**config.mk**
```make
export PLATFORM = sky130hd
export DESIGN_NAME = pphd_cell
export DESIGN_NICKNAME = d
export VERILOG_FILES = /design/src/rtl/pphd_pkg.sv /design/src/rtl/pphd_cell.sv
export SDC_FILE = /design/constraint.sdc
export NUM_CORES = 1
export LEC_CHECK = 0
export BUFFER_PORTS_ARGS = -buffer_cell sky130_fd_sc_hd__buf_2
export CAP_MARGIN = 20
export CELL_PAD_IN_SITES_DETAIL_PLACEMENT = 0
export CELL_PAD_IN_SITES_GLOBAL_PLACEMENT = 2
export CORE_MARGIN = 2
export CORE_UTILIZATION = 36
export DETAILED_ROUTE_END_ITERATION = 8
export PLACE_DENSITY_LB_ADDON = 0.1
export SYNTH_ARGS = -nofsm -noshare
export SYNTH_HDL_FRONTEND = slang
export SYNTH_SLANG_ARGS = --single-unit
```
**constraint.sdc**
```tcl
create_clock -name clk -period 9.9 [get_ports clk]
set_clock_uncertainty 0.15 [all_clocks]
set_input_delay 1.485 -clock clk [delete_from_list [all_inputs] [get_ports clk]]
set_output_delay 1.485 -clock clk [all_outputs]
set_load 0.05 [all_outputs]
```
**src/rtl/pphd_pkg.sv**
```systemverilog
// Shared types, widths and arctangent constants for the point pair heading block.
`default_nettype none
package pphd_pkg;

  localparam int unsigned COORD_W  = 16;
  localparam int unsigned DIFF_W   = 17;
  localparam int unsigned PRESHIFT = 14;
  localparam int unsigned XY_W     = 34;
  localparam int unsigned Z_W      = 25;
  localparam int unsigned ATAN_W   = 23;
  localparam int unsigned PHI_W    = 16;
  localparam int unsigned HEAD_W   = 18;
  localparam int unsigned TABLE_LEN = 24;

  localparam logic [ATAN_W-1:0] DEG90_FINE = 23'd5898240;
  localparam logic [PHI_W-1:0]  DEG90_PHI  = 16'd23040;
  localparam logic signed [HEAD_W-1:0] DEG90  = 18'sd23040;
  localparam logic signed [HEAD_W-1:0] DEG180 = 18'sd46080;

  typedef struct packed {
    logic signed [XY_W-1:0] x;
    logic signed [XY_W-1:0] y;
    logic signed [Z_W-1:0]  z;
  } cordic_t;

  typedef struct packed {
    logic dx_neg;
    logic dx_zero;
    logic dy_neg;
    logic dy_zero;
  } quad_t;

  // atan(2^-i) in 1/65536 degree
  function automatic logic [ATAN_W-1:0] pphd_atan(input int unsigned idx);
    logic [ATAN_W-1:0] v;
    case (idx)
      0:  v = 23'd2949120;
      1:  v = 23'd1740967;
      2:  v = 23'd919879;
      3:  v = 23'd466945;
      4:  v = 23'd234379;
      5:  v = 23'd117304;
      6:  v = 23'd58666;
      7:  v = 23'd29335;
      8:  v = 23'd14668;
      9:  v = 23'd7334;
      10: v = 23'd3667;
      11: v = 23'd1833;
      12: v = 23'd917;
      13: v = 23'd458;
      14: v = 23'd229;
      15: v = 23'd115;
      16: v = 23'd57;
      17: v = 23'd29;
      18: v = 23'd14;
      19: v = 23'd7;
      20: v = 23'd4;
      21: v = 23'd2;
      22: v = 23'd1;
      default: v = 23'd0;
    endcase
    return v;
  endfunction

endpackage
`default_nettype wire

```
**src/rtl/pphd_cell.sv**
```systemverilog
// One CORDIC vectoring micro-rotation with its pipeline register.
`default_nettype none
module pphd_cell
  import pphd_pkg::*;
#(
  parameter int unsigned SHIFT = 0
) (
  input  wire logic    clk,
  input  wire logic    rst_n,
  input  wire logic    en,
  input  wire logic    in_valid,
  input  wire cordic_t vec_in,
  input  wire quad_t   quad_in,
  output logic         valid_r,
  output cordic_t      vec_r,
  output quad_t        quad_r
);

  localparam logic signed [Z_W-1:0] ATAN = $signed(Z_W'(pphd_atan(SHIFT)));

  logic signed [XY_W-1:0] xs;
  logic signed [XY_W-1:0] ys;
  cordic_t                vec_nxt;

  always_comb begin
    xs = vec_in.x >>> SHIFT;
    ys = vec_in.y >>> SHIFT;
    if (!vec_in.y[XY_W-1]) begin
      vec_nxt.x = vec_in.x + ys;
      vec_nxt.y = vec_in.y - xs;
      vec_nxt.z = vec_in.z + ATAN;
    end else begin
      vec_nxt.x = vec_in.x - ys;
      vec_nxt.y = vec_in.y + xs;
      vec_nxt.z = vec_in.z - ATAN;
    end
  end

  always_ff @(posedge clk) begin
    if (!rst_n) begin
      valid_r <= 1'b0;
    end else if (en) begin
      valid_r <= in_valid;
    end
  end

  always_ff @(posedge clk) begin
    if (en) begin
      vec_r  <= vec_nxt;
      quad_r <= quad_in;
    end
  end

endmodule
`default_nettype wire

```
=== Word-level counts from Yosys, hierarchy flattened ===
Cells that the tools add are included.

* Logic and storage cells: 14
* Register bits after elaboration: 98
* Output and inout bits: 98

* Add/sub/neg operators: 5
* Mux-type cells: 1

{| class="wikitable"
|+ Operator list
! operator !! count
|-
| $mux W93 || 1
|-
| $sub A34 B34 Y34 || 2
|-
| $add A34 B34 Y34 || 1
|-
| $add A25 B23 Y25 const B || 1
|-
| $sub A25 B23 Y25 const B || 1
|}

=== Logic depth before layout (Yosys ltp) ===
* Depth after elaboration: 2
* Gate-level depth with buffers: 13
* Gate-level depth less buffers: 12

=== Least setup slack after synthesis ===
Ideal clock, no wire load.

* Path type: input to register
* Start point: input vec_in[58] (netlist bit)
* End point: register vec_r[24] (netlist bit), data pin
* Path buffers: 3
* Path slack: 5.770 ns
* Required time: 9.490 ns
* Data arrival time: 3.720 ns
* Stages on the path: 13
* Library setup time: 0.260 ns
* Path through: clkbuf_1 clkinv_1 clkbuf_1 clkbuf_1 fa_1 inv_1 a21oi_1 o21ai_0 a21oi_1 o21bai_1 a21o_1 a21oi_1 xnor2_1

{| class="wikitable"
|+ RTL lines
! what !! line !! source
|-
| from (decl) || pphd_cell.sv:12 || <nowiki>input wire cordic_t vec_in,</nowiki>
|-
| to (signal assigned) || pphd_cell.sv:49 || <nowiki>vec_r <= vec_nxt;</nowiki>
|-
| to (decl) || pphd_cell.sv:15 || <nowiki>output cordic_t vec_r,</nowiki>
|}

==> summary by stage <==
Run status
The run finished with clean final reports.

Critical path
In this run the worst path has a maximum fanout of 11. The reg-to-reg startpoint is valid_r. The critical register-to-register path endpoint is valid_r. At the worst endpoint, the required time is 9.87 ns. The worst setup path is of the in -> reg kind.

The setup check on the worst reg-to-reg path leaves a slack of 9.16 ns. The endpoint arrival time on the critical path is 4.59 ns. STA classifies the critical path startpoint as an input port. STA classifies the critical path endpoint as a register. The logic depth of the worst register-to-register path is 2. In this run the worst setup path begins at vec_in[34].

The capture point of the worst path is vec_r[50].

Final layout
Cells fill 43.2% of the core in the end. The antenna diode count is 0. Compared with the post-synthesis result, the final layout area differs by 17.1%. The number of nets in the final layout is 1,401. Cells with a size suffix above 1 make up 20.5% of the layout. The design area is 0.0106 mm².

Synthesis
The synthesized design devotes to its leading area cell type 31.9% of total area. The biggest area consumer among synthesized cells is edfxtp_1. During synthesis, Yosys emitted a total of 0 warnings. The average cell area after synthesis is 8.85 µm². The number of cells produced by synthesis is 1,020. After synthesis, the cell types taking the most area are edfxtp_1 32%, ha_1 15%, a21oi_1 6.7%.

For this run, the register share of the synthesized area comes to 32.2%. The post-synthesis cell area is 0.00903 mm². The number of different library cells in the post-synthesis netlist is 77. Synthesis inferred 97 register bits.

The proportion of synthesized flip-flops having asynchronous set or reset is 0%. The synthesized design contains 96 enable-type register cells. The net count of the mapped netlist is 1,232. The leading register cell type out of synthesis is edfxtp_1.

STA
The number of pins with negative max-slew slack in the final report is 0. In this run the tightest slew margin relative to its limit is 42.2%. The maximum clock rate is 0.216 GHz. The worst-margin pin slew is 0.867 ns. The smallest clock period supported by the final layout is computed as 4.62 ns. Setup repair after global routing left no endpoint under its margin.

The number of setup violations in the final report is 0. The final-layout worst hold slack is 0.372 ns. The count of endpoints failing hold in the final timing report is 0.

After routing, the total negative slack on setup checks comes to 0 ns. Of the available clock period, the critical path in the final layout requires 46.7%.

Detailed routing
The detailed router finished its first iteration with 654 violations. The number of vias in the routed layout is 8,088. In the final routed layout, each cell accounts on average for 19.0 µm. The wire length reported by the detailed router is 28,900 µm. For this run, design rule violations remaining after detail routing come to 0. The mean number of vias per cell is 5.33. The detailed-router iteration count before antenna repair is 7. The detail route stage leaves a number of antenna-violating nets equal to 0.

Global routing
Global routing used 21.7% of the available tracks. The first global-routing pass estimated 44,500 µm of wire. The initial antenna violation count is 0. The largest net degree at the start of global routing is 76. The total congestion overflow is 0. The number of global-route vias before repair is 7,732.

CTS
After clock tree synthesis, the clock-pin slew on the worst setup and hold paths is 0.10 ns. In this run the clock root is driven by a clkbuf_16. Post-CTS timing repair inserted 0 buffers for setup. TritonCTS built the clock tree. The post-cts repair resize count is 0.

The clock latency of the later-clocked register in the worst-skew pair is 0.36 ns. In this run, CTS created clock tree buffers numbering 9. The number of clock sinks seen by CTS is 97.

The longest clock path from root to sink contains 2 buffers. CTS built an H-tree with a depth of 3. The number of hold buffers added after CTS was 0.

Power
The areal power density over the cells is 159 mW/mm². IR analysis of the VDD net gives a maximum drop of 0.106 mV. The analysis attributes to cell leakage a power of 4.77 nW.

Floorplanning
The die covers 0.0264 mm². Once the floorplan was initialized, standard cells occupied 36.9% of the core. The initialized floorplan defines 57 standard-cell rows. The vertical die dimension is 162 µm. The core box area is 0.0245 mm².

The die boundary width is 162 µm. The number of I/O pins is 199.

Placement
The number of port buffers is 198. The HPWL reported at the end of detailed placement is 22,300 µm. The global placement routability congestion is 0.877. The placed cell area is 0.0103 mm².

Run
Across the run, the number of max-cap violations was 0.

Hold path
The classification of the worst-slack hold path is reg -> reg.
## synth_stat cells, drive strengths merged (6+ instances only)
| cell | instances |
|---|---|
| o211ai | 13 |
| nand2b | 16 |
| o31ai | 8 |
| nand4 | 11 |
| a31oi | 9 |
| o21bai | 18 |
| xor2 | 10 |
| and3 | 7 |
| nor2 | 70 |
| nor4 | 6 |
| o21a | 7 |
| a211oi | 10 |
| nand3 | 16 |
| xnor2 | 62 |
| or2 | 7 |
| o21ai | 63 |
| inv | 112 |
| nor2b | 16 |
| clkbuf | 25 |
| edfxtp | 96 |
| buf | 18 |
| a21o | 20 |
| or3 | 10 |
| nand2 | 48 |
| a21oi | 122 |
| mux2i | 18 |
| ha | 107 |
| nor3 | 17 |
## worst max-delay path, cell delays in order
cell and delay (ns):
buf_2 0.10, inv_1 0.04, ha_1 0.49, inv_1 0.16, o21a_1 0.22, o32ai_1 0.64, or3_1 0.24, o21bai_1 0.19
a31o_1 0.33, a311o_1 0.41, a21oi_1 0.19, xnor2_1 0.10
## layer usage
metal	wire, µm	track usage [%]
met5	0	0
met4	250	3.86
met3	1570	2.70
met2	12400	32.4
met1	14700	33.8
## stage by stage
step | worst slack, ns | std cells | power [mW]
after floorplan | 5.77 | 1020 | 1.09
after global placement | 4.88 | 1502 | 1.29
after detailed placement | 4.90 | 1502 | 1.28
after CTS | 5.29 | 1518 | 1.69
after global routing | 5.05 | 1518 | 1.76
final | 5.28 | 1518 | 1.68
## placed cells by master, fill, tap and decap left out, drive strengths merged, types with 8 or more instances in the layout
| cell | netlist | layout |
|---|---|---|
| a31oi | 9 | 9 |
| o21bai | 18 | 18 |
| nor2b | 16 | 16 |
| clkbuf | 25 | 9 |
| a21oi | 122 | 122 |
| buf | 18 | 201 |
| ha | 107 | 107 |
| nand2b | 16 | 16 |
| inv | 112 | 116 |
| nor2 | 70 | 70 |
| xor2 | 10 | 10 |
| a21o | 20 | 20 |
| o211ai | 13 | 13 |
| o21ai | 63 | 63 |
| nand3 | 16 | 16 |
| mux2i | 18 | 18 |
| nor3 | 17 | 17 |
| xnor2 | 62 | 62 |
| nand4 | 11 | 11 |
| or3 | 10 | 10 |
| a211oi | 10 | 10 |
| o31ai | 8 | 8 |
| edfxtp | 96 | 96 |
| nand2 | 48 | 48 |
## logic make-up (layout without fill, tap and decap cells)
group                      after synthesis  in the layout  share of synthesized area, %
AOI/OAI and AO/OA                      326            326                          23.2
adders and majority gates              111            111                          15.7
xor gates and xnor gates                72             72                          6.98
buffers and inverters                  160            334                          7.07
muxes                                   18             18                          2.00
DFF                                     97             97                          32.2
and+or+nand+nor                        236            236                          12.9
## layout make-up
type                    count  area (µm²)
fillers                  2534       13900
clock inverters             7        97.6
clock buffers               9         225
multi-input cells         763        5490
flip-flops and latches     97        2900
well taps                 324         405
repair buffers            201        1020
inverters                 117         439
## state kept, by name, indices dropped and copies added, names as in the netlist
register / count
valid_r: 1
quad_r: 4
vec_r: 92
## worst min path at each step
stage,from,end,slack [ns],depth (start not counted)
final,valid_r,valid_r,0.37,2
after floorplan,valid_r,valid_r,0.59,2
after global routing,valid_r,valid_r,0.42,2
after global placement,valid_r,valid_r,0.34,2
after CTS,valid_r,valid_r,0.38,2
after detailed placement,valid_r,valid_r,0.36,2
## power by group
part           internal (mW)  switching, mW
Sequential             0.533         0.0178
Clock                  0.205          0.195
Combinational          0.210          0.516
Note: power is estimated with default switching activity, not from simulation.
