===== src/rtl/pphd_pkg.sv =====
// Shared types, widths and arctangent constants for the point pair heading block.
`default_nettype none
package pphd_pkg;

  localparam int unsigned COORD_W  = 16;
  localparam int unsigned DIFF_W   = 17;
  localparam int unsigned PRESHIFT = 14;
  localparam int unsigned XY_W     = 34;
  localparam int unsigned Z_W      = 25;
  localparam int unsigned ATAN_W   = 23;
  localparam int unsigned PHI_W    = 16;
  localparam int unsigned HEAD_W   = 18;
  localparam int unsigned TABLE_LEN = 24;

  localparam logic [ATAN_W-1:0] DEG90_FINE = 23'd5898240;
  localparam logic [PHI_W-1:0]  DEG90_PHI  = 16'd23040;
  localparam logic signed [HEAD_W-1:0] DEG90  = 18'sd23040;
  localparam logic signed [HEAD_W-1:0] DEG180 = 18'sd46080;

  typedef struct packed {
    logic signed [XY_W-1:0] x;
    logic signed [XY_W-1:0] y;
    logic signed [Z_W-1:0]  z;
  } cordic_t;

  typedef struct packed {
    logic dx_neg;
    logic dx_zero;
    logic dy_neg;
    logic dy_zero;
  } quad_t;

  // atan(2^-i) in 1/65536 degree
  function automatic logic [ATAN_W-1:0] pphd_atan(input int unsigned idx);
    logic [ATAN_W-1:0] v;
    case (idx)
      0:  v = 23'd2949120;
      1:  v = 23'd1740967;
      2:  v = 23'd919879;
      3:  v = 23'd466945;
      4:  v = 23'd234379;
      5:  v = 23'd117304;
      6:  v = 23'd58666;
      7:  v = 23'd29335;
      8:  v = 23'd14668;
      9:  v = 23'd7334;
      10: v = 23'd3667;
      11: v = 23'd1833;
      12: v = 23'd917;
      13: v = 23'd458;
      14: v = 23'd229;
      15: v = 23'd115;
      16: v = 23'd57;
      17: v = 23'd29;
      18: v = 23'd14;
      19: v = 23'd7;
      20: v = 23'd4;
      21: v = 23'd2;
      22: v = 23'd1;
      default: v = 23'd0;
    endcase
    return v;
  endfunction

endpackage
`default_nettype wire


===== src/rtl/pphd_prep.sv =====
// Input stage: coordinate differences, magnitudes and quadrant flags.
`default_nettype none
module pphd_prep
  import pphd_pkg::*;
(
  input  wire logic                      clk,
  input  wire logic                      rst_n,
  input  wire logic                      en,
  input  wire logic                      in_valid,
  input  wire logic signed [COORD_W-1:0] first_x,
  input  wire logic signed [COORD_W-1:0] first_y,
  input  wire logic signed [COORD_W-1:0] second_x,
  input  wire logic signed [COORD_W-1:0] second_y,
  output logic                           valid_r,
  output cordic_t                        vec_r,
  output quad_t                          quad_r
);

  logic signed [DIFF_W-1:0] dx;
  logic signed [DIFF_W-1:0] dy;
  logic signed [DIFF_W-1:0] dx_abs;
  logic signed [DIFF_W-1:0] dy_abs;
  cordic_t                  vec_nxt;
  quad_t                    quad_nxt;

  always_comb begin
    dx     = DIFF_W'(second_x) - DIFF_W'(first_x);
    dy     = DIFF_W'(second_y) - DIFF_W'(first_y);
    dx_abs = dx[DIFF_W-1] ? -dx : dx;
    dy_abs = dy[DIFF_W-1] ? -dy : dy;
    vec_nxt.x = $signed({{(XY_W-COORD_W-PRESHIFT){1'b0}}, dy_abs[COORD_W-1:0],
                         {PRESHIFT{1'b0}}});
    vec_nxt.y = $signed({{(XY_W-COORD_W-PRESHIFT){1'b0}}, dx_abs[COORD_W-1:0],
                         {PRESHIFT{1'b0}}});
    vec_nxt.z = '0;
    quad_nxt.dx_neg  = dx[DIFF_W-1];
    quad_nxt.dx_zero = (dx == '0);
    quad_nxt.dy_neg  = dy[DIFF_W-1];
    quad_nxt.dy_zero = (dy == '0);
  end

  always_ff @(posedge clk) begin
    if (!rst_n) begin
      valid_r <= 1'b0;
    end else if (en) begin
      valid_r <= in_valid;
    end
  end

  always_ff @(posedge clk) begin
    if (en) begin
      vec_r  <= vec_nxt;
      quad_r <= quad_nxt;
    end
  end

endmodule
`default_nettype wire


===== config.mk =====
export PLATFORM = sky130hd
export DESIGN_NAME = pphd_prep
export DESIGN_NICKNAME = d
export VERILOG_FILES = /design/src/rtl/pphd_pkg.sv /design/src/rtl/pphd_prep.sv
export SDC_FILE = /design/constraint.sdc
export NUM_CORES = 1
export LEC_CHECK = 0
export BUFFER_PORTS_ARGS = -buffer_cell sky130_fd_sc_hd__buf_2
export CAP_MARGIN = 20
export CORE_ASPECT_RATIO = 0.9
export CORE_UTILIZATION = 45
export CTS_CLUSTER_DIAMETER = 50
export DETAILED_ROUTE_END_ITERATION = 10
export GPL_TIMING_DRIVEN = 0
export HOLD_SLACK_MARGIN = 0.05
export PLACE_DENSITY = 0.89
export RECOVER_POWER = 25
export SYNTH_ARGS = -nofsm -noshare
export SYNTH_HDL_FRONTEND = slang
export SYNTH_SLANG_ARGS = --single-unit

===== constraint.sdc =====
create_clock -name clk -period 3.47 [get_ports clk]
set_input_delay 1.041 -clock clk [delete_from_list [all_inputs] [get_ports clk]]
set_output_delay 1.041 -clock clk [all_outputs]
set_load 0.005 [all_outputs]

# Word-level counts from Yosys, hierarchy flattened
# Index checks and enable logic that the tools add are counted.
totals:
  reg_bits: 37
  in_bits: 68
  output_inout_bits: 98
classes:
  n_addsub: 4
  mux: 2
  reduce_logical: 2
op_table:
  columns: ["operator", "n"]
  rows:
  - ["17-bit zero test", 2]
  - ["16-bit by 16-bit subtractor with 17-bit output", 2]
  - ["16-bit two-way mux", 2]
  - ["16-bit negator", 2]

# Depth between registers and ports, before layout
# Gate-level depths: netlist of the first run.
depth:
  word_depth: 3
  ltp_mapped: 13
  mapped_depth_nobuf: 12

# Worst setup path before layout of the first run
# No wires, ideal clock.
synth_path:
  path_kind: "input-to-reg"
  start: "input second_y[0]"
  end: "register quad_r[0] in the netlist's numbering, data pin"
  setup_time_ns: 0.150
  t_arrival_ns: 3.364
  path_slack_ns: -0.044
  cell_stages: 11
  cell_sequence: "inv_1 -> ha_1 -> fa_1 -> nand2b_1 -> a211oi_2 -> nor4_1 -> a311oi_1 -> and2_1 -> nand3_1 -> or4_1 -> nor3_2"
synth_lines:
  columns: ["element", "line_no", "source"]
  rows:
  - ["from (decl)", "pphd_prep.sv:13", "input wire logic signed [COORD_W-1:0] second_y,"]
  - ["to (signal assigned)", "pphd_prep.sv:53", "quad_r <= quad_nxt;"]
  - ["to (decl)", "pphd_prep.sv:16", "output quad_t quad_r"]

# Worst setup path in the final report of the first run
layout_path:
  start: "input second_y[0]"
  end: "register vec_r[88] in the netlist's numbering, data pin"
layout_via:
  elab_chain_len: 3
layout_rtl:
  columns: ["element", "line_no", "source"]
  rows:
  - ["16-bit by 16-bit subtractor with 17-bit output *", "pphd_prep.sv:28", "dy = DIFF_W'(second_y) - DIFF_W'(first_y);"]
  - ["16-bit negator", "pphd_prep.sv:30", "dy_abs = dy[DIFF_W-1] ? -dy : dy;"]
  - ["16-bit two-way mux *", "pphd_prep.sv:30", null]
  - ["via dy_abs[15]", "pphd_prep.sv:22", "logic signed [DIFF_W-1:0] dy_abs;"]
  - ["to (signal assigned)", "pphd_prep.sv:52", "vec_r <= vec_nxt;"]
  - ["to (decl)", "pphd_prep.sv:15", "output cordic_t vec_r,"]
# The timed path passes the listed nets; every way through them passes the cells marked *.
# A chain may end at the register's enable or synchronous reset.

==> results of run 1 <==
## layer usage
layer	share of wire [%]	global-route usage [%]	up-vias
met3	6.8	2.17	17
met4	1.7	6.64	0
li1	-	-	1823
met5	0	0	-
met1	43	23.9	1688
met2	48	33.4	182
## layout make-up
| class | instances | area share, % |
|---|---|---|
| sequential | 37 | 20.8 |
| clock buffer | 5 | 1.30 |
| timing repair buffer | 113 | 11.1 |
| buffer | 66 | 9.17 |
| tap | 119 | 2.82 |
| inverter | 48 | 3.41 |
| multi-input combinational | 360 | 50.2 |
| clock inverter | 3 | 1.23 |
## registers in the layout (all words and copies together) (netlist names)
name and count:
quad_r 4, vec_r 32, valid_r 1
## worst register-to-register path, stage by stage, from the launching register on
cell     delay, ns
dfxtp_1       0.33
mux2i_1       0.06
nor2b_1       0.18
## worst max-delay path by stage
stage	from	to	slack, ns
floorplan	second_y[0]	quad_r[0]	-0.002
CTS	first_y[0]	quad_r[0]	-0.08
global placement	first_y[0]	quad_r[0]	-0.46
global route	second_y[0]	vec_r[88]	-0.08
detailed placement	first_y[0]	quad_r[0]	-0.50
finish	second_y[0]	vec_r[88]	-0.01
## stage by stage
step	hold WS [ns]	setup slack, ns
6_report	0.536	-0.0146
3_5_place_dp	0.531	-0.502
4_1_cts	0.541	-0.0791
3_3_place_gp	0.497	-0.456
2_1_floorplan	0.507	-0.00191
5_1_grt	0.567	-0.0764
## placed cells by master (no fill, tap or decap), types with 3 or more instances in the layout
| cell | synthesis | layout |
|---|---|---|
| a21oi_1 | 21 | 20 |
| a21oi_2 | 2 | 3 |
| a31o_2 | 3 | 3 |
| a31oi_1 | 4 | 4 |
| and2_1 | 5 | 4 |
| and3_1 | 3 | 3 |
| buf_2 | 1 | 101 |
| buf_4 | 62 | 72 |
| clkbuf_1 | 5 | 6 |
| clkbuf_8 | 0 | 5 |
| conb_1 | 1 | 61 |
| edfxtp_1 | 36 | 36 |
| ha_1 | 34 | 32 |
| inv_1 | 47 | 47 |
| nand2_1 | 37 | 37 |
| nand2b_1 | 5 | 4 |
| nand3_1 | 10 | 8 |
| nand4_1 | 4 | 4 |
| nor2_1 | 17 | 17 |
| nor2b_1 | 6 | 5 |
| nor3_1 | 7 | 5 |
| nor4_1 | 4 | 3 |
| o21a_1 | 3 | 3 |
| o21ai_0 | 20 | 18 |
| o21ai_1 | 3 | 5 |
| o31ai_1 | 7 | 4 |
| o31ai_2 | 1 | 3 |
| xnor2_1 | 37 | 32 |
| xnor2_2 | 0 | 5 |
| xor2_1 | 16 | 14 |
## logic make-up (layout without fill, tap and decap cells)
kind of cell    count (synthesis)  count (layout)
xor+xnor                       53              53
flops                          37              37
fa+ha+maj                      36              36
other cells                     1              61
mux                             2               2
simple gates                  112             112
buf+inv                       116             235
compound gates                 96              96
## timing repair
item / 4_1_cts / 5_1_grt
endpoints found under the hold margin: 0 / 0
gates resized for setup: 12 / 31
endpoints found under the setup margin: 27 / 30
setup buffers: 3 / 6
pin swaps: 3 / 12
## power by group
part,internal [mW],leakage (nW),switching [mW]
Clock,0.285,0.0681,0.148
Sequential,0.624,0.360,0.0205
Combinational,0.418,2.15,0.495
Total,1.33,2.58,0.664
==> results.json, run 1 <==
{
  "status": "finished, violations left",
  "violations": "max-capacitance violations, max-slew violations, negative setup slack",
  "synthMuxAreaShare_pct": 0.538,
  "final_antenna_net_count": 0,
  "post_synth.cell_area_avg_um2": 8.73,
  "num_vias": 3710,
  "diodes": 0,
  "layout.cells.non_filler": 751,
  "dp.cells": 736,
  "ys_types": 65,
  "place_area_um2": 4850,
  "slew_viol_final": 38,
  "clkLatencyLatePin_ns": 0.28,
  "setup_violations": 1,
  "clock_path_buffers": 2,
  "grt_start_max_net_pins": 38,
  "setup_slack_ns": -0.0146,
  "grt_pass1_vias": 3316,
  "htreeDepth": 2,
  "critical_path_depth": 12,
  "worstHoldStart": "valid_r",
  "skew_ns": 0,
  "finalCritPeriodShare_pct": 100,
  "nFillCells": 652,
  "grt_remaining_overflow": 0,
  "cp_top_family": "compound AO/OA/AOI/OAI gates",
  "slowest_stage": "a311oi_2",
  "path_clk_slew_ns": 0.08,
  "synthAdderAreaFrac_pct": 11.8,
  "gp_congestion": 0.863,
  "yosysWarnings": 0,
  "power.density_nw_per_um2": 377,
  "synth_cells": 453,
  "worst-r2r-setup-slack_ns": 2.84,
  "ioPinCount": 166,
  "synth_compound_area_share_pct": 16.8,
  "hold_viol": 0,
  "synthXorXnorAreaFrac_pct": 11.7,
  "rows": 32,
  "ys_top_cells_by_area": "edfxtp_1 27%, buf_4 12%, ha_1 11%, xnor2_1 8.2%, inv_1 4.5%",
  "postCtsHoldBufs": 0,
  "vias_per_cell": 4.94,
  "hold_path_end": "valid_r",
  "cts-buffers-inserted": 5,
  "stdcell_area_um2": 5280,
  "cts_tree": "built",
  "arrival_ns": 3.52,
  "syn_to_final_growth_pct": 33.6,
  "die-area_um2": 9160,
  "yosys.area.top_type_share_pct": 27.4,
  "clkSinkCount": 37,
  "drive_above_1_share_pct": 36.2,
  "rsz0062_at_grt": "yes",
  "groute.usage.overall_pct": 19.0,
  "die_w_um": 101,
  "cts_root_buf": "clkbuf_8",
  "crit_buf_inv": 2,
  "firstDrtPassIters": 5,
  "setup-tns-final_ns": -0.0146,
  "final_util_pct": 61.9,
  "required_ns": 3.51,
  "initial_core_util_pct": 46.3,
  "synthArstFlopShare_pct": 0,
  "crit_path_cell_trace": "buf_2, inv_1, ha_4, fa_2, nand2b_4, a211oi_4, nor4_2, a311oi_2, and3_1, nand3_2, o41ai_2, xnor2_1",
  "synth_top_family_by_area": "buffers and inverters",
  "drt_iter0_markers": 168,
  "drv_cap": 1,
  "synth_area_leader_cell": "edfxtp_1",
  "syn-cell-area_um2": 3950,
  "multi_input_area_um2": 2650,
  "worstPathMaxFanout": 4,
  "core_area_um2": 8530,
  "io_buffers": 104,
  "wirelength_um": 9100,
  "reg2regPathDepth": 2,
  "synth_common_cells": "62 x buf_4, 47 x inv_1, 37 x nand2_1, 37 x xnor2_1, 36 x edfxtp_1",
  "start_kind": "primary input",
  "fmax_mhz": 287,
  "p_leak_nw": 2.58,
  "tightest_slew_ns": 1.93,
  "avgRoutedWirePerCell_um": 12.1,
  "ir_worst_vdd_mv": 0.236,
  "synth_seq_area_share_pct": 27.9,
  "min_path_type": "reg2reg",
  "r2r_start": "valid_r",
  "synth_edf_count": 36,
  "rr_endpoint": "valid_r",
  "yosysMostFrequentCell": "buf_4",
  "period_minus_slack_ns": 3.48,
  "maxSlewHeadroom_pct": -28.8,
  "synthFlopType": "edfxtp_1",
  "drc_errors": 0,
  "antenna_found_initial": 0,
  "grt_pass1_wl_um": 14100,
  "criticalPathCategory": "in2reg",
  "nets": 735,
  "hpwl_um": 7300,
  "critPathMaxStageDelay_ns": 0.39,
  "die_height_um": 90.9,
  "crit_path_end_kind": "flop",
  "yosys_register_bits": 37,
  "holdPathStages": 2,
  "power_mw": 1.99,
  "yosys.area_share.simple_pct": 14.2,
  "seq_area_um2": 1100
}
Power figures use the tool's default switching activity.
==> inputs of run 2 (changes only) <==
--- a/config.mk
+++ b/config.mk
@@ -5,6 +5,7 @@
 export SDC_FILE = /design/constraint.sdc
 export NUM_CORES = 1
 export LEC_CHECK = 0
+export ABC_AREA = 1
 export BUFFER_PORTS_ARGS = -buffer_cell sky130_fd_sc_hd__buf_2
 export CAP_MARGIN = 20
 export CORE_ASPECT_RATIO = 0.9
@@ -13,7 +14,7 @@
 export DETAILED_ROUTE_END_ITERATION = 10
 export GPL_TIMING_DRIVEN = 0
 export HOLD_SLACK_MARGIN = 0.05
-export PLACE_DENSITY = 0.89
+export PLACE_DENSITY = 0.86
 export RECOVER_POWER = 25
 export SYNTH_ARGS = -nofsm -noshare
 export SYNTH_HDL_FRONTEND = slang
==> constraint.sdc (replaced) <==
create_clock -name clk -period 3.47 [get_ports clk]
set_input_delay 1.041 -clock clk [delete_from_list [all_inputs] [get_ports clk]]
set_output_delay 1.041 -clock clk [all_outputs]
set_load 0.02 [all_outputs]
==> results.json, run 2 <==
{
  "gr-usage-met1_pct": 22.4,
  "final_common_cell": "nand2_1",
  "drt_iter0_markers": 232,
  "criticalPathCategory": "in2reg",
  "synthXorXnorAreaFrac_pct": 4.62,
  "top_regs": "vec_r x32, quad_r x4, valid_r x1",
  "yosysWarnings": 0,
  "groute.usage.overall_pct": 18.9,
  "postCtsSetupBuffers": 0,
  "grt.busiest_layer": "met2",
  "reg2regPathDepth": 2,
  "antenna_found_initial": 0,
  "power_mw": 2.18,
  "synth_cells": 736,
  "setup_violations": 0,
  "clkSinkCount": 37,
  "post_synth.cell_area_avg_um2": 6.40,
  "setup_slack_ns": 0.354,
  "required_ns": 3.51,
  "io_buffers": 104,
  "p_leak_nw": 3.50,
  "setup-tns-final_ns": 0,
  "hold_viol": 0,
  "die_w_um": 110,
  "drc_errors": 0,
  "cts_tree": "built",
  "slew_viol_final": 39,
  "synth_seq_area_share_pct": 23.4,
  "postCtsHoldBufs": 0,
  "nFillCells": 975,
  "drv_cap": 1,
  "wirelength_um": 9960,
  "place_area_um2": 5620,
  "finalCritPeriodShare_pct": 89.8,
  "synth_compound_area_share_pct": 3.19,
  "path_clk_slew_ns": 0.06,
  "final_util_pct": 56.7,
  "gp_congestion": 0.913,
  "start_kind": "primary input",
  "ys_top_cells_by_area": "edfxtp_1 23%, nand2_1 18%, inv_1 11%, buf_4 9.9%, ha_1 9.0%",
  "initial_core_util_pct": 46.2,
  "cts_root_buf": "clkbuf_16",
  "firstDrtPassIters": 5,
  "regMostFlops": "vec_r",
  "mostFrequentLayoutCells": "223 x nand2_1, 143 x inv_1, 102 x buf_2, 66 x nand3_1, 62 x buf_4",
  "skew_ns": 0,
  "crit_path_end_kind": "flop",
  "pre_cts_slack_ns": 0.0715,
  "syn_to_final_growth_pct": 22.8,
  "status": "finished, violations left",
  "yosys.area.top_type_share_pct": 23.0,
  "clkLatencyLatePin_ns": 0.28,
  "ys_types": 31,
  "holdPathStages": 2,
  "yosysMostFrequentCell": "nand2_1",
  "worstPathMaxFanout": 5,
  "synthFlopType": "edfxtp_1",
  "grt_use_met2_pct": 34.2,
  "arrival_ns": 3.15,
  "die-area_um2": 10900,
  "htreeDepth": 2,
  "synth_common_cells": "223 x nand2_1, 143 x inv_1, 66 x nand3_1",
  "maxSlewHeadroom_pct": -36.4,
  "yosys_register_bits": 37,
  "final_antenna_net_count": 0,
  "clock_path_buffers": 2,
  "cts-buffers-inserted": 5,
  "rows": 35,
  "fmax_mhz": 321,
  "avgRoutedWirePerCell_um": 9.60,
  "drive_above_1_share_pct": 23.3,
  "rsz0062_at_grt": "no",
  "grt_pass1_vias": 4082,
  "synthArstFlopShare_pct": 0,
  "diodes": 0,
  "power.density_nw_per_um2": 377,
  "num_vias": 4568,
  "largest_register_ffs": 32,
  "tightest_slew_ns": 2.05,
  "vias_per_cell": 4.41,
  "yosys.area_share.simple_pct": 36.2,
  "hpwl_um": 8360,
  "ir_worst_vdd_mv": 0.268,
  "synthMuxAreaShare_pct": 0,
  "cts_resized": 0,
  "stdcell_area_um2": 5780,
  "syn-cell-area_um2": 4710,
  "ioPinCount": 166,
  "period_minus_slack_ns": 3.12,
  "violations": "max-capacitance violations, max-slew violations",
  "use_met3_pct": 1.26,
  "synth_edf_count": 36,
  "synthAdderAreaFrac_pct": 9.88,
  "synth_area_leader_cell": "edfxtp_1",
  "grt_remaining_overflow": 0,
  "min_path_type": "reg2reg",
  "grt_pass1_wl_um": 16600,
  "die_height_um": 99.1,
  "grt_start_max_net_pins": 39,
  "core_area_um2": 10200,
  "synth_top_family_by_area": "simple AND/OR/NAND/NOR gates",
  "nets": 1011
}
run 2: where the power goes:
group | leakage (nW) | total (mW) | internal (mW) | switching [mW]
clock | 0.0810 | 0.520 | 0.340 | 0.179
sequential | 0.360 | 0.630 | 0.611 | 0.0195
combinational | 3.06 | 1.03 | 0.367 | 0.660
total | 3.50 | 2.18 | 1.32 | 0.859
run 2: cell families after synthesis:
family	count (synthesis)
AOI/OAI and AO/OA	26
xor gates and xnor gates	24
adders and majority gates	36
buffers and inverters	216
DFF	37
other	1
and+or+nand+nor	396
run 2: final timing paths:
check,from,to,slack (ns)
max reg2reg,valid_r,valid_r,2.74
min,valid_r,valid_r,0.55
min reg2reg,valid_r,valid_r,0.55
max,first_y[0],vec_r[84],0.35
run 2: area by class of cell:
| type | count | area, um2 | share of cell area, % |
|---|---|---|---|
| clock inverter | 2 | 38.8 | 0.671 |
| buffer | 64 | 492 | 8.50 |
| inverter | 152 | 573 | 9.91 |
| sequential | 37 | 1100 | 19.0 |
| multi-input combinational | 543 | 2770 | 47.9 |
| clock buffer | 6 | 129 | 2.23 |
| timing repair buffer | 104 | 518 | 8.96 |
| tap | 129 | 161 | 2.79 |
run 2: stage by stage:
step | hold slack [ns] | std cells
2_1_floorplan | 0.606 | 796
3_3_place_gp | 0.526 | 1029
3_5_place_dp | 0.535 | 1029
4_1_cts | 0.544 | 1037
5_1_grt | 0.582 | 1037
6_report | 0.554 | 1037
run 2: worst max-delay path, cell delays in order:
cell and delay, ns:
buf_2 0.10, ha_1 0.22, fa_1 0.41, inv_1 0.13
nand3_1 0.11, nand2_2 0.14, nand2_1 0.08, nand2_2 0.08
inv_2 0.05, nor2_2 0.12, nand3_1 0.13, nor2_2 0.15
nand2_2 0.08, nand2_4 0.08, xor2_1 0.17, inv_1 0.06
run 2: routing by layer:
layer	vias up	wire length, um	part of all wire, %
met5	-	0	0
met4	0	287	2.9
met3	29	498	5.0
met2	153	4760	48
met1	1906	4410	44
li1	2480	-	-
