## src/rtl/pphd_pkg.sv

```systemverilog
// Shared types, widths and arctangent constants for the point pair heading block.
`default_nettype none
package pphd_pkg;

  localparam int unsigned COORD_W  = 16;
  localparam int unsigned DIFF_W   = 17;
  localparam int unsigned PRESHIFT = 14;
  localparam int unsigned XY_W     = 34;
  localparam int unsigned Z_W      = 25;
  localparam int unsigned ATAN_W   = 23;
  localparam int unsigned PHI_W    = 16;
  localparam int unsigned HEAD_W   = 18;
  localparam int unsigned TABLE_LEN = 24;

  localparam logic [ATAN_W-1:0] DEG90_FINE = 23'd5898240;
  localparam logic [PHI_W-1:0]  DEG90_PHI  = 16'd23040;
  localparam logic signed [HEAD_W-1:0] DEG90  = 18'sd23040;
  localparam logic signed [HEAD_W-1:0] DEG180 = 18'sd46080;

  typedef struct packed {
    logic signed [XY_W-1:0] x;
    logic signed [XY_W-1:0] y;
    logic signed [Z_W-1:0]  z;
  } cordic_t;

  typedef struct packed {
    logic dx_neg;
    logic dx_zero;
    logic dy_neg;
    logic dy_zero;
  } quad_t;

  // atan(2^-i) in 1/65536 degree
  function automatic logic [ATAN_W-1:0] pphd_atan(input int unsigned idx);
    logic [ATAN_W-1:0] v;
    case (idx)
      0:  v = 23'd2949120;
      1:  v = 23'd1740967;
      2:  v = 23'd919879;
      3:  v = 23'd466945;
      4:  v = 23'd234379;
      5:  v = 23'd117304;
      6:  v = 23'd58666;
      7:  v = 23'd29335;
      8:  v = 23'd14668;
      9:  v = 23'd7334;
      10: v = 23'd3667;
      11: v = 23'd1833;
      12: v = 23'd917;
      13: v = 23'd458;
      14: v = 23'd229;
      15: v = 23'd115;
      16: v = 23'd57;
      17: v = 23'd29;
      18: v = 23'd14;
      19: v = 23'd7;
      20: v = 23'd4;
      21: v = 23'd2;
      22: v = 23'd1;
      default: v = 23'd0;
    endcase
    return v;
  endfunction

endpackage
`default_nettype wire

```

## src/rtl/pphd_fold.sv

```systemverilog
// Output stage: clamp and round the angle, fold by quadrant, hold the result beat.
`default_nettype none
module pphd_fold
  import pphd_pkg::*;
(
  input  wire logic                   clk,
  input  wire logic                   rst_n,
  input  wire logic                   en,
  input  wire logic                   in_valid,
  input  wire logic signed [Z_W-1:0]  z_in,
  input  wire quad_t                  quad_in,
  output logic                        valid_r,
  output logic signed [HEAD_W-1:0]    heading_r
);

  logic [ATAN_W-1:0]         z_clamp;
  logic [ATAN_W:0]           z_round;
  logic [PHI_W-1:0]          phi;
  logic signed [HEAD_W-1:0]  a;
  logic signed [HEAD_W-1:0]  heading_nxt;

  always_comb begin
    if (z_in[Z_W-1]) begin
      z_clamp = '0;
    end else if (z_in[Z_W-2:0] > (Z_W-1)'(DEG90_FINE)) begin
      z_clamp = DEG90_FINE;
    end else begin
      z_clamp = z_in[ATAN_W-1:0];
    end
    z_round = {1'b0, z_clamp} + (ATAN_W+1)'(128);
    if (quad_in.dx_zero) begin
      phi = '0;
    end else if (quad_in.dy_zero) begin
      phi = DEG90_PHI;
    end else begin
      phi = z_round[ATAN_W:8];
    end
    a = quad_in.dx_neg ? -$signed(HEAD_W'(phi)) : $signed(HEAD_W'(phi));
    if ((quad_in.dx_neg || quad_in.dx_zero) && (quad_in.dy_neg || quad_in.dy_zero)) begin
      heading_nxt = -DEG180 - a - DEG90;
    end else if (!quad_in.dx_neg && (quad_in.dy_neg || quad_in.dy_zero)) begin
      heading_nxt = DEG180 - a - DEG90;
    end else begin
      heading_nxt = a - DEG90;
    end
  end

  always_ff @(posedge clk) begin
    if (!rst_n) begin
      valid_r <= 1'b0;
    end else if (en) begin
      valid_r <= in_valid;
    end
  end

  always_ff @(posedge clk) begin
    if (en) begin
      heading_r <= heading_nxt;
    end
  end

endmodule
`default_nettype wire

```

## config.mk

```make
export PLATFORM = sky130hd
export DESIGN_NAME = pphd_fold
export DESIGN_NICKNAME = d
export VERILOG_FILES = /design/src/rtl/pphd_pkg.sv /design/src/rtl/pphd_fold.sv
export SDC_FILE = /design/constraint.sdc
export NUM_CORES = 1
export LEC_CHECK = 0
export ABC_AREA = 1
export ABC_CLOCK_PERIOD_IN_PS = 5890
export BUFFER_PORTS_ARGS = -buffer_cell sky130_fd_sc_hd__buf_4
export CAP_MARGIN = 15
export CORE_MARGIN = 3
export CORE_UTILIZATION = 35
export DETAILED_ROUTE_END_ITERATION = 8
export GPL_TIMING_DRIVEN = 0
export PLACE_DENSITY_LB_ADDON = 0.2
export SYNTH_ARGS = -nofsm -noshare
export SYNTH_HDL_FRONTEND = slang
export SYNTH_SLANG_ARGS = --single-unit
```

## constraint.sdc

```tcl
create_clock -name clk -period 5.89 [get_ports clk]
set_input_delay 1.767 -clock clk [delete_from_list [all_inputs] [get_ports clk]]
set_output_delay 1.767 -clock clk [all_outputs]
set_load 0.1 [all_outputs]
```

Word-level counts from Yosys, hierarchy flattened:

Index checks and enable logic that the tools add are counted.

* bits of input ports: 33
* word-level logic and storage cells: 22
* register bits after elaboration: 19

* $add $sub $neg: 7
* magnitude comparators: 1
* mux-type cells: 7
* reductions and logical operators: 5

Operator list (number)
* 18-bit 2-to-1 mux: 3
* 18-bit by 16-bit subtractor with 18-bit output, second input constant: 3
* 23-bit 2-to-1 mux: 2
* 17-bit by 18-bit subtractor with 18-bit output, first input constant: 2
* 16-bit 2-to-1 mux: 2
* 23-bit by 8-bit adder with 24-bit output, second input constant: 1
* 24-bit by 23-bit greater-than comparator with 1-bit output, second input constant: 1
* 16-bit negation with 18-bit output: 1
* 1-bit logical AND: 2
* 1-bit logical OR: 2
* 1-bit zero test: 1

Logic depth before layout (Yosys ltp):

Gate-level depths: netlist (run 1).

* word-level depth: 12
* depth in mapped cells: 33
* depth with buffers taken out: 32

Least setup slack after synthesis (run 1):

No wires, ideal clock.

* kind: input -> register
* from: input z_in[20]
* to: register heading_r[15], data pin
* path slack: 992 ps
* stages: 31
* setup time: 253 ps
* buffers on the path: 1
* required time: 5637 ps
* arrival time: 4645 ps
* cells stage by stage: inv_1 > nor2_1 > nand2_1 > nor2_1 > nand3_1 > nand2_1 > buf_6 > nand2_1 > nor2_1 > ha_1 > nand3_1 > nand3_2 > ha_1 > nand2_1 > nor2_1 > nand3_2 > nor2_4 > nand2_2 > nand2_2 > nand2_1 > nand2_1 > inv_1 > ha_1 > a21oi_1 > nand3_1 > nand3_1 > nand2_1 > nand2_1 > nand2_1 > nand2_1 > nand2_1

* longest elaborated chain between the ends: 12
* elaborated cells between the ends (all ways): 15

RTL lines
* start: declaration: line pphd_fold.sv:10 `input wire logic signed [Z_W-1:0] z_in,`
* 24-bit by 23-bit greater-than comparator with 1-bit output: line pphd_fold.sv:25 `end else if (z_in[Z_W-2:0] > (Z_W-1)'(DEG90_FINE)) begin`
* 23-bit 2-to-1 mux *: line pphd_fold.sv:25
* 23-bit 2-to-1 mux *: line pphd_fold.sv:23 `if (z_in[Z_W-1]) begin`
* 23-bit by 8-bit adder with 24-bit output *: line pphd_fold.sv:30 `z_round = {1'b0, z_clamp} + (ATAN_W+1)'(128);`
* 16-bit 2-to-1 mux *: line pphd_fold.sv:33 `end else if (quad_in.dy_zero) begin`
* 16-bit 2-to-1 mux *: line pphd_fold.sv:31 `if (quad_in.dx_zero) begin`
* 16-bit negation with 18-bit output: line pphd_fold.sv:38 `a = quad_in.dx_neg ? -$signed(HEAD_W'(phi)) : $signed(HEAD_W'(phi));`
* 18-bit 2-to-1 mux *: line pphd_fold.sv:38
* 17-bit by 18-bit subtractor with 18-bit output: line pphd_fold.sv:42 `heading_nxt = DEG180 - a - DEG90;`
* 18-bit by 16-bit subtractor with 18-bit output: line pphd_fold.sv:42
* 18-bit 2-to-1 mux: line pphd_fold.sv:41 `end else if (!quad_in.dx_neg && (quad_in.dy_neg || quad_in.dy_zero)) begin`
* 18-bit 2-to-1 mux *: line pphd_fold.sv:39 `if ((quad_in.dx_neg || quad_in.dx_zero) && (quad_in.dy_neg || quad_in.dy_zero)) begin`
* via heading_nxt[15]: line pphd_fold.sv:20 `logic signed [HEAD_W-1:0] heading_nxt;`
* end signal: assignment: line pphd_fold.sv:58 `heading_r <= heading_nxt;`
* end: declaration: line pphd_fold.sv:13 `output logic signed [HEAD_W-1:0] heading_r`

The timed path passes the listed nets; every way through them passes the cells marked *.
A chain may end at the register's enable or synchronous reset.

Worst setup path after layout (run 1):

* from: input z_in[21]
* to: register heading_r[15], data pin

Same word-level chain as after synthesis.

==> results.sh, run 1 <==
export IMPL_hold_class="register to register"
export IMPL_startpoint_type="primary input"
export IMPL_final_period_utilization=0.907
export IMPL_slew_viol_final=0
export IMPL_drc=0
export IMPL_cts_root_buf="clkbuf_8"
export IMPL_initialDrtViolationCount=114
export IMPL_grt_overflow=0
export IMPL_postCtsResizedCells=0
export IMPL_hold_buffers=0
export IMPL_initial_core_util=0.364
export IMPL_grt_pass1_wl_um=11200
export IMPL_outcome="completed"
export IMPL_io_buffer_count=51
export IMPL_cpMaxStageDelayCell="ha_1"
export IMPL_ys_flop_type="edfxtp_1"
export IMPL_timing_hold_ws_ns=0.553
export IMPL_path_clk_slew_ns=0.06
export IMPL_end_kind="register"
export IMPL_fmax_mhz=187
export IMPL_synthesis_instances=455
export IMPL_num_rows=31
export IMPL_synthArstFlopShare=0
export IMPL_hold_viol=0
export IMPL_r2r_setup_slack_ns=5.25
export IMPL_cts_setup_buffers=0
export IMPL_crit_fanout=10
export IMPL_clkSinkCount=19
export IMPL_avgViaCountPerCell=4.60
export IMPL_clk_path_buf_depth=2
export IMPL_setup_viol=0
export IMPL_cts_tree="built"
export IMPL_synth_area_um2=2670
export IMPL_endpoint="heading_r[15]$_DFFE_PP_"
export IMPL_fin_cells=609
export IMPL_ff2ff_path_depth=2
export IMPL_worstSetupStartpoint="z_in[21]"
export IMPL_synth_edf_count=18
export IMPL_peakVddDrop_mv=0.0867
export IMPL_fin_setup_tns_ns=0
export IMPL_tightest_slew_ns=0.629
export IMPL_fin_crit_ns=5.34
export IMPL_antennaDiodeCount=0
export IMPL_coreArea_um2=7330
export IMPL_place_inst=605
export IMPL_ant_nets=0
export IMPL_clkLatencyLatePin_ns=0.25
export IMPL_grt_util_all_layers=0.150
export IMPL_cap_violations=0
export IMPL_powerDensity_nw_per_um2=197
export IMPL_syn_nets=494
export IMPL_grt_pass1_vias=2585
export IMPL_slowest_delay_ns=0.29
export IMPL_power_leakage_nw=1.71
export IMPL_wl_um=6170
export IMPL_ys_types=32
export IMPL_final_area_um2=3220
export IMPL_cp_arrival_ns=5.35
export IMPL_area_growth_pct=20.7
export IMPL_cts_made_buffers=3
export IMPL_crit_required_ns=5.90
export IMPL_yosys_warnings=0
export IMPL_rr_startpoint="valid_r$_SDFFE_PN0P_"
export IMPL_drive_gt1_frac=0.196
export IMPL_slew_headroom=0.581
export IMPL_num_vias=2802
export IMPL_io_pins=52
export IMPL_worstSetupPathType="primary input to register"
export IMPL_die_area_um2=8700
export IMPL_yosysSeqAreaShare=0.210
export IMPL_htreeDepth=1
export IMPL_layout_nets=550
export IMPL_synth_seq_cells=19
export IMPL_r2r_end="valid_r$_SDFFE_PN0P_"
export IMPL_grt_max_degree=21
export IMPL_clock_skew_ns=0
export IMPL_syn_avg_cell_area_um2=5.86
export IMPL_finalPower_mw=0.634
export IMPL_antenna_found_initial=0
export IMPL_die_w_um=93.3
export IMPL_die_y_um=93.3
export IMPL_place_area_um2=3170
export IMPL_grt_setup_unrepaired="false"
export IMPL_critPathMostFrequentCell="nand2_1"
export IMPL_drt_pass1_iter_count=4
export IMPL_avgRoutedWirePerCell_um=10.1
export IMPL_gp_congestion=0.834
export IMPL_dp_hpwl_um=5300
-- report_power, final --
part	switching [mW]	internal [mW]	leakage (nW)
Clock	0.0387	0.0469	0.0255
Combinational	0.273	0.0973	1.50
Sequential	0.00443	0.173	0.183
-- Yosys cell counts, types with 2 or more instances --
library cell / instances / area share
nand2_2: 11 / 0.026
nor2_1: 54 / 0.076
a21oi_1: 8 / 0.015
xor2_1: 10 / 0.033
nand4_2: 2 / 0.0094
o21bai_1: 4 / 0.011
edfxtp_1: 18 / 0.20
nand2_1: 130 / 0.18
buf_6: 2 / 0.0084
nor2_2: 4 / 0.0094
inv_2: 8 / 0.011
nor2_4: 3 / 0.013
nand3_2: 10 / 0.038
nand3_1: 68 / 0.13
clkbuf_1: 2 / 0.0028
o21ai_0: 9 / 0.017
ha_1: 6 / 0.028
inv_1: 70 / 0.098
o21ai_1: 5 / 0.0094
nand4_1: 13 / 0.030
xnor2_1: 2 / 0.0066
nor3_1: 5 / 0.0094
buf_1: 2 / 0.0028
-- cell families (layout without fill, tap and decap cells) --
logic type | after synthesis | count (layout) | synth area share
AND/OR/NAND/NOR | 302 | 302 | 0.531
buffers and inverters | 87 | 142 | 0.130
AO/OA/AOI/OAI | 29 | 29 | 0.0610
flip-flops | 19 | 19 | 0.210
XOR/XNOR | 12 | 12 | 0.0394
adder cells (fa/ha/maj) | 6 | 6 | 0.0281
-- worst max-delay path: cells and delay by family --
kind | cells | cell delay, ns
AO/OA/AOI/OAI | 2 | 0.44
adder cells (fa/ha/maj) | 3 | 0.73
buffers and inverters | 3 | 0.39
AND/OR/NAND/NOR | 21 | 2.00
-- state kept, by name, indices dropped and copies added, names as in the netlist --
signal / count
heading_r: 18
valid_r: 1
-- final cells by class --
cell class / instances / area (µm²)
timing repair buffer: 51 / 383
clock inverter: 1 / 5.00
clock buffer: 3 / 41.3
sequential: 19 / 561
inverter: 79 / 297
tap: 99 / 124
multi-input combinational: 349 / 1760
buffer: 8 / 50.0
fill: 828 / 4110
-- stage by stage --
step                setup WS (ns)  utilization
global placement            0.301        0.433
floorplan                   0.992            -
CTS                         0.477        0.439
global route               0.0762        0.439
detailed placement          0.220        0.433
finish                      0.545        0.439
-- cell usage in the layout, fill, tap and decap left out, types with 2 or more instances in the layout --
cell type	Yosys	layout
clkbuf_1	2	2
ha_1	6	6
nand3_2	10	10
o21bai_1	4	4
clkbuf_8	0	3
o21ai_1	5	5
inv_2	8	8
buf_6	2	2
inv_1	70	70
buf_4	1	52
nand4_1	13	13
nor2_2	4	4
nand2_2	11	11
edfxtp_1	18	18
nor2_4	3	3
buf_1	2	2
nor3_1	5	5
xor2_1	10	10
xnor2_1	2	2
nand4_2	2	2
nor2_1	54	54
nand2_1	130	130
a21oi_1	8	8
nand3_1	68	68
o21ai_0	9	9
-- layer usage --
metal	part of all wire	GRT usage	wire length [µm]	vias to the layer above
li1	-	-	-	1566
met1	0.48	0.196	2980	1173
met2	0.47	0.267	2880	59
met3	0.041	0.0121	253	4
met4	0.0089	0.0330	55	0
met5	0	0	0	-
-- worst min-delay path by stage --
| stage | start | to | slack, ns | depth (start not counted) |
|---|---|---|---|---|
| detailed placement | valid_r$_SDFFE_PN0P_ | valid_r$_SDFFE_PN0P_ | 0.55 | 2 |
| floorplan | valid_r$_SDFFE_PN0P_ | valid_r$_SDFFE_PN0P_ | 0.99 | 2 |
| CTS | valid_r$_SDFFE_PN0P_ | valid_r$_SDFFE_PN0P_ | 0.56 | 2 |
| global route | valid_r$_SDFFE_PN0P_ | valid_r$_SDFFE_PN0P_ | 0.61 | 2 |
| global placement | valid_r$_SDFFE_PN0P_ | valid_r$_SDFFE_PN0P_ | 0.53 | 2 |
| finish | valid_r$_SDFFE_PN0P_ | valid_r$_SDFFE_PN0P_ | 0.55 | 2 |
(Power assumes the default switching activity.)
==> run 2, diff against run 1 <==
Settings changed: CORE_ASPECT_RATIO set to 2.
==> run 2 against run 1 <==
- routed wire length up 13%
- sequential share of layout area down 0.17 points
- core utilization up 0.48 points
- largest power group unchanged
==> results.sh, run 2 (synthesis gave the netlist of run 1 again) <==
export IMPL_crit_fanout=10
export IMPL_cts_made_buffers=3
export IMPL_fin_crit_ns=5.39
export IMPL_avgViaCountPerCell=4.81
export IMPL_end_kind="register"
export IMPL_clkSinkCount=19
export IMPL_drc=0
export IMPL_setup_viol=0
export IMPL_num_vias=2897
export IMPL_clk_path_buf_depth=2
export IMPL_hold_buffers=0
export IMPL_grt_pass1_vias=2727
export IMPL_power_leakage_nw=1.72
export IMPL_cts_root_buf="clkbuf_16"
export IMPL_path_clk_slew_ns=0.05
export IMPL_cts_tree="built"
export IMPL_cap_violations=0
export IMPL_antenna_found_initial=0
export IMPL_num_rows=44
export IMPL_htreeDepth=1
export IMPL_slew_viol_final=0
export IMPL_grt_max_degree=21
export IMPL_dpl_worst_slack_ns=0.0123
export IMPL_die_w_um=67.7
export IMPL_fmax_mhz=185
export IMPL_regMostFlops="heading_r"
export IMPL_io_buffer_count=51
export IMPL_r2r_end="valid_r$_SDFFE_PN0P_"
export IMPL_ant_nets=0
export IMPL_drive_gt1_frac=0.198
export IMPL_outcome="completed"
export IMPL_hold_viol=0
export IMPL_drt_pass1_iter_count=4
export IMPL_fin_setup_tns_ns=0
export IMPL_wl_um=6970
export IMPL_grt_pass1_wl_um=11800
export IMPL_io_pins=52
export IMPL_initial_core_util=0.364
export IMPL_powerDensity_nw_per_um2=214
export IMPL_antennaDiodeCount=0
export IMPL_min_to="valid_r$_SDFFE_PN0P_"
export IMPL_min_delay_start="valid_r$_SDFFE_PN0P_"
export IMPL_final_common_cell="nand2_1"
export IMPL_die_area_um2=8770
export IMPL_r2r_setup_slack_ns=5.24
export IMPL_clock_skew_ns=0
export IMPL_peakVddDrop_mv=0.0930
export IMPL_cp_arrival_ns=5.41
export IMPL_startpoint_type="primary input"
export IMPL_reg_largest_list="heading_r x18, valid_r x1"
export IMPL_initialDrtViolationCount=79
export IMPL_layout_nets=550
export IMPL_area_growth_pct=21.9
export IMPL_finalPower_mw=0.695
export IMPL_gp_congestion=0.901
export IMPL_cts_setup_buffers=0
export IMPL_slew_headroom=0.575
export IMPL_tightest_slew_ns=0.637
export IMPL_grt_overflow=0
export IMPL_rr_startpoint="valid_r$_SDFFE_PN0P_"
export IMPL_final_period_utilization=0.916
export IMPL_layout_common_cells="nand2_1 (130), inv_1 (70), nand3_1 (68)"
export IMPL_clkLatencyLatePin_ns=0.25
export IMPL_coreArea_um2=7320
export IMPL_final_fill_count=821
export IMPL_die_y_um=129
export IMPL_min_delay_path_depth=2
export IMPL_dp_hpwl_um=6040
export IMPL_crit_required_ns=5.91
export IMPL_avgRoutedWirePerCell_um=11.6
export IMPL_timing_final_ws_setup_ns=0.497
export IMPL_largest_reg_flops=18
export IMPL_worstSetupPathType="primary input to register"
export IMPL_grt_util_all_layers=0.173
export IMPL_ff2ff_path_depth=2
export IMPL_hold_class="register to register"
export IMPL_grt_setup_unrepaired="false"
export IMPL_timing_hold_ws_ns=0.567
[run 2: worst max path at each step]
stage / startpoint / end / slack [ns] / cells past startpoint
3_5_place_dp: z_in[21] / heading_r[15]$_DFFE_PP_ / 0.01 / 29
6_report: z_in[21] / heading_r[13]$_DFFE_PP_ / 0.50 / 27
4_1_cts: z_in[21] / heading_r[15]$_DFFE_PP_ / 0.26 / 29
3_3_place_gp: z_in[21] / heading_r[15]$_DFFE_PP_ / 0.07 / 29
2_1_floorplan: z_in[20] / heading_r[15]$_DFFE_PP_ / 0.99 / 31
5_1_grt: z_in[10] / heading_r[15]$_DFFE_PP_ / 0.04 / 30
[run 2: repair_timing]
action                                  4_1_cts  5_1_grt
endpoints found under the hold margin         0        0
endpoints found under the setup margin        0        3
resized for setup                             0        2
[run 2: layer usage]
metal  global-route usage  routed length [µm]  vias up
li1                     -                   -     1567
met1                0.156                2370     1246
met2                0.350                4130       71
met3               0.0113                 233       13
met4               0.0969                 238        0
met5                    0                   0        -
[run 2: critical path, stage by stage]
cell      delay (ns)
buf_4           0.12
nor2_1          0.09
nand2_1         0.10
o21ai_1         0.21
nand2_1         0.11
buf_6           0.16
nand2_1         0.21
nor2_1          0.08
ha_1            0.28
nand2_1         0.19
ha_1            0.20
nand2_1         0.07
nor2_1          0.13
nand3_2         0.11
nor2_4          0.14
nand2_2         0.08
nand3_1         0.07
nand2_1         0.08
inv_1           0.18
ha_1            0.23
nand3_2         0.16
o21bai_1        0.28
nand2_1         0.12
nand2_1         0.10
nand2_1         0.05
nand2_1         0.06
inv_1           0.03
[run 2: report_power, final]
group | internal [mW] | switching (mW) | total, mW
Combinational | 0.0975 | 0.278 | 0.376
Clock | 0.0918 | 0.0493 | 0.141
Sequential | 0.173 | 0.00421 | 0.178
Total | 0.363 | 0.332 | 0.695
[run 2: metrics by stage]
| step | area, µm² | utilization | cells |
|---|---|---|---|
| 2_1_floorplan | 2670 | - | 455 |
| 6_report | 3250 | 0.444 | 602 |
| 4_1_cts | 3250 | 0.444 | 602 |
| 3_5_place_dp | 3170 | 0.432 | 598 |
| 3_3_place_gp | 3170 | 0.432 | 598 |
| 5_1_grt | 3250 | 0.444 | 602 |
[run 2: layout make-up]
| cell class | instances | area [µm²] | share of cell area |
|---|---|---|---|
| Multi-Input combinational cell | 349 | 1760 | 0.543 |
| Inverter | 79 | 297 | 0.0912 |
| Clock buffer | 3 | 75.1 | 0.0231 |
| Clock inverter | 1 | 7.51 | 0.00231 |
| Buffer | 8 | 50.0 | 0.0154 |
| Tap cell | 92 | 115 | 0.0354 |
| Timing Repair Buffer | 51 | 383 | 0.118 |
| Sequential cell | 19 | 561 | 0.172 |
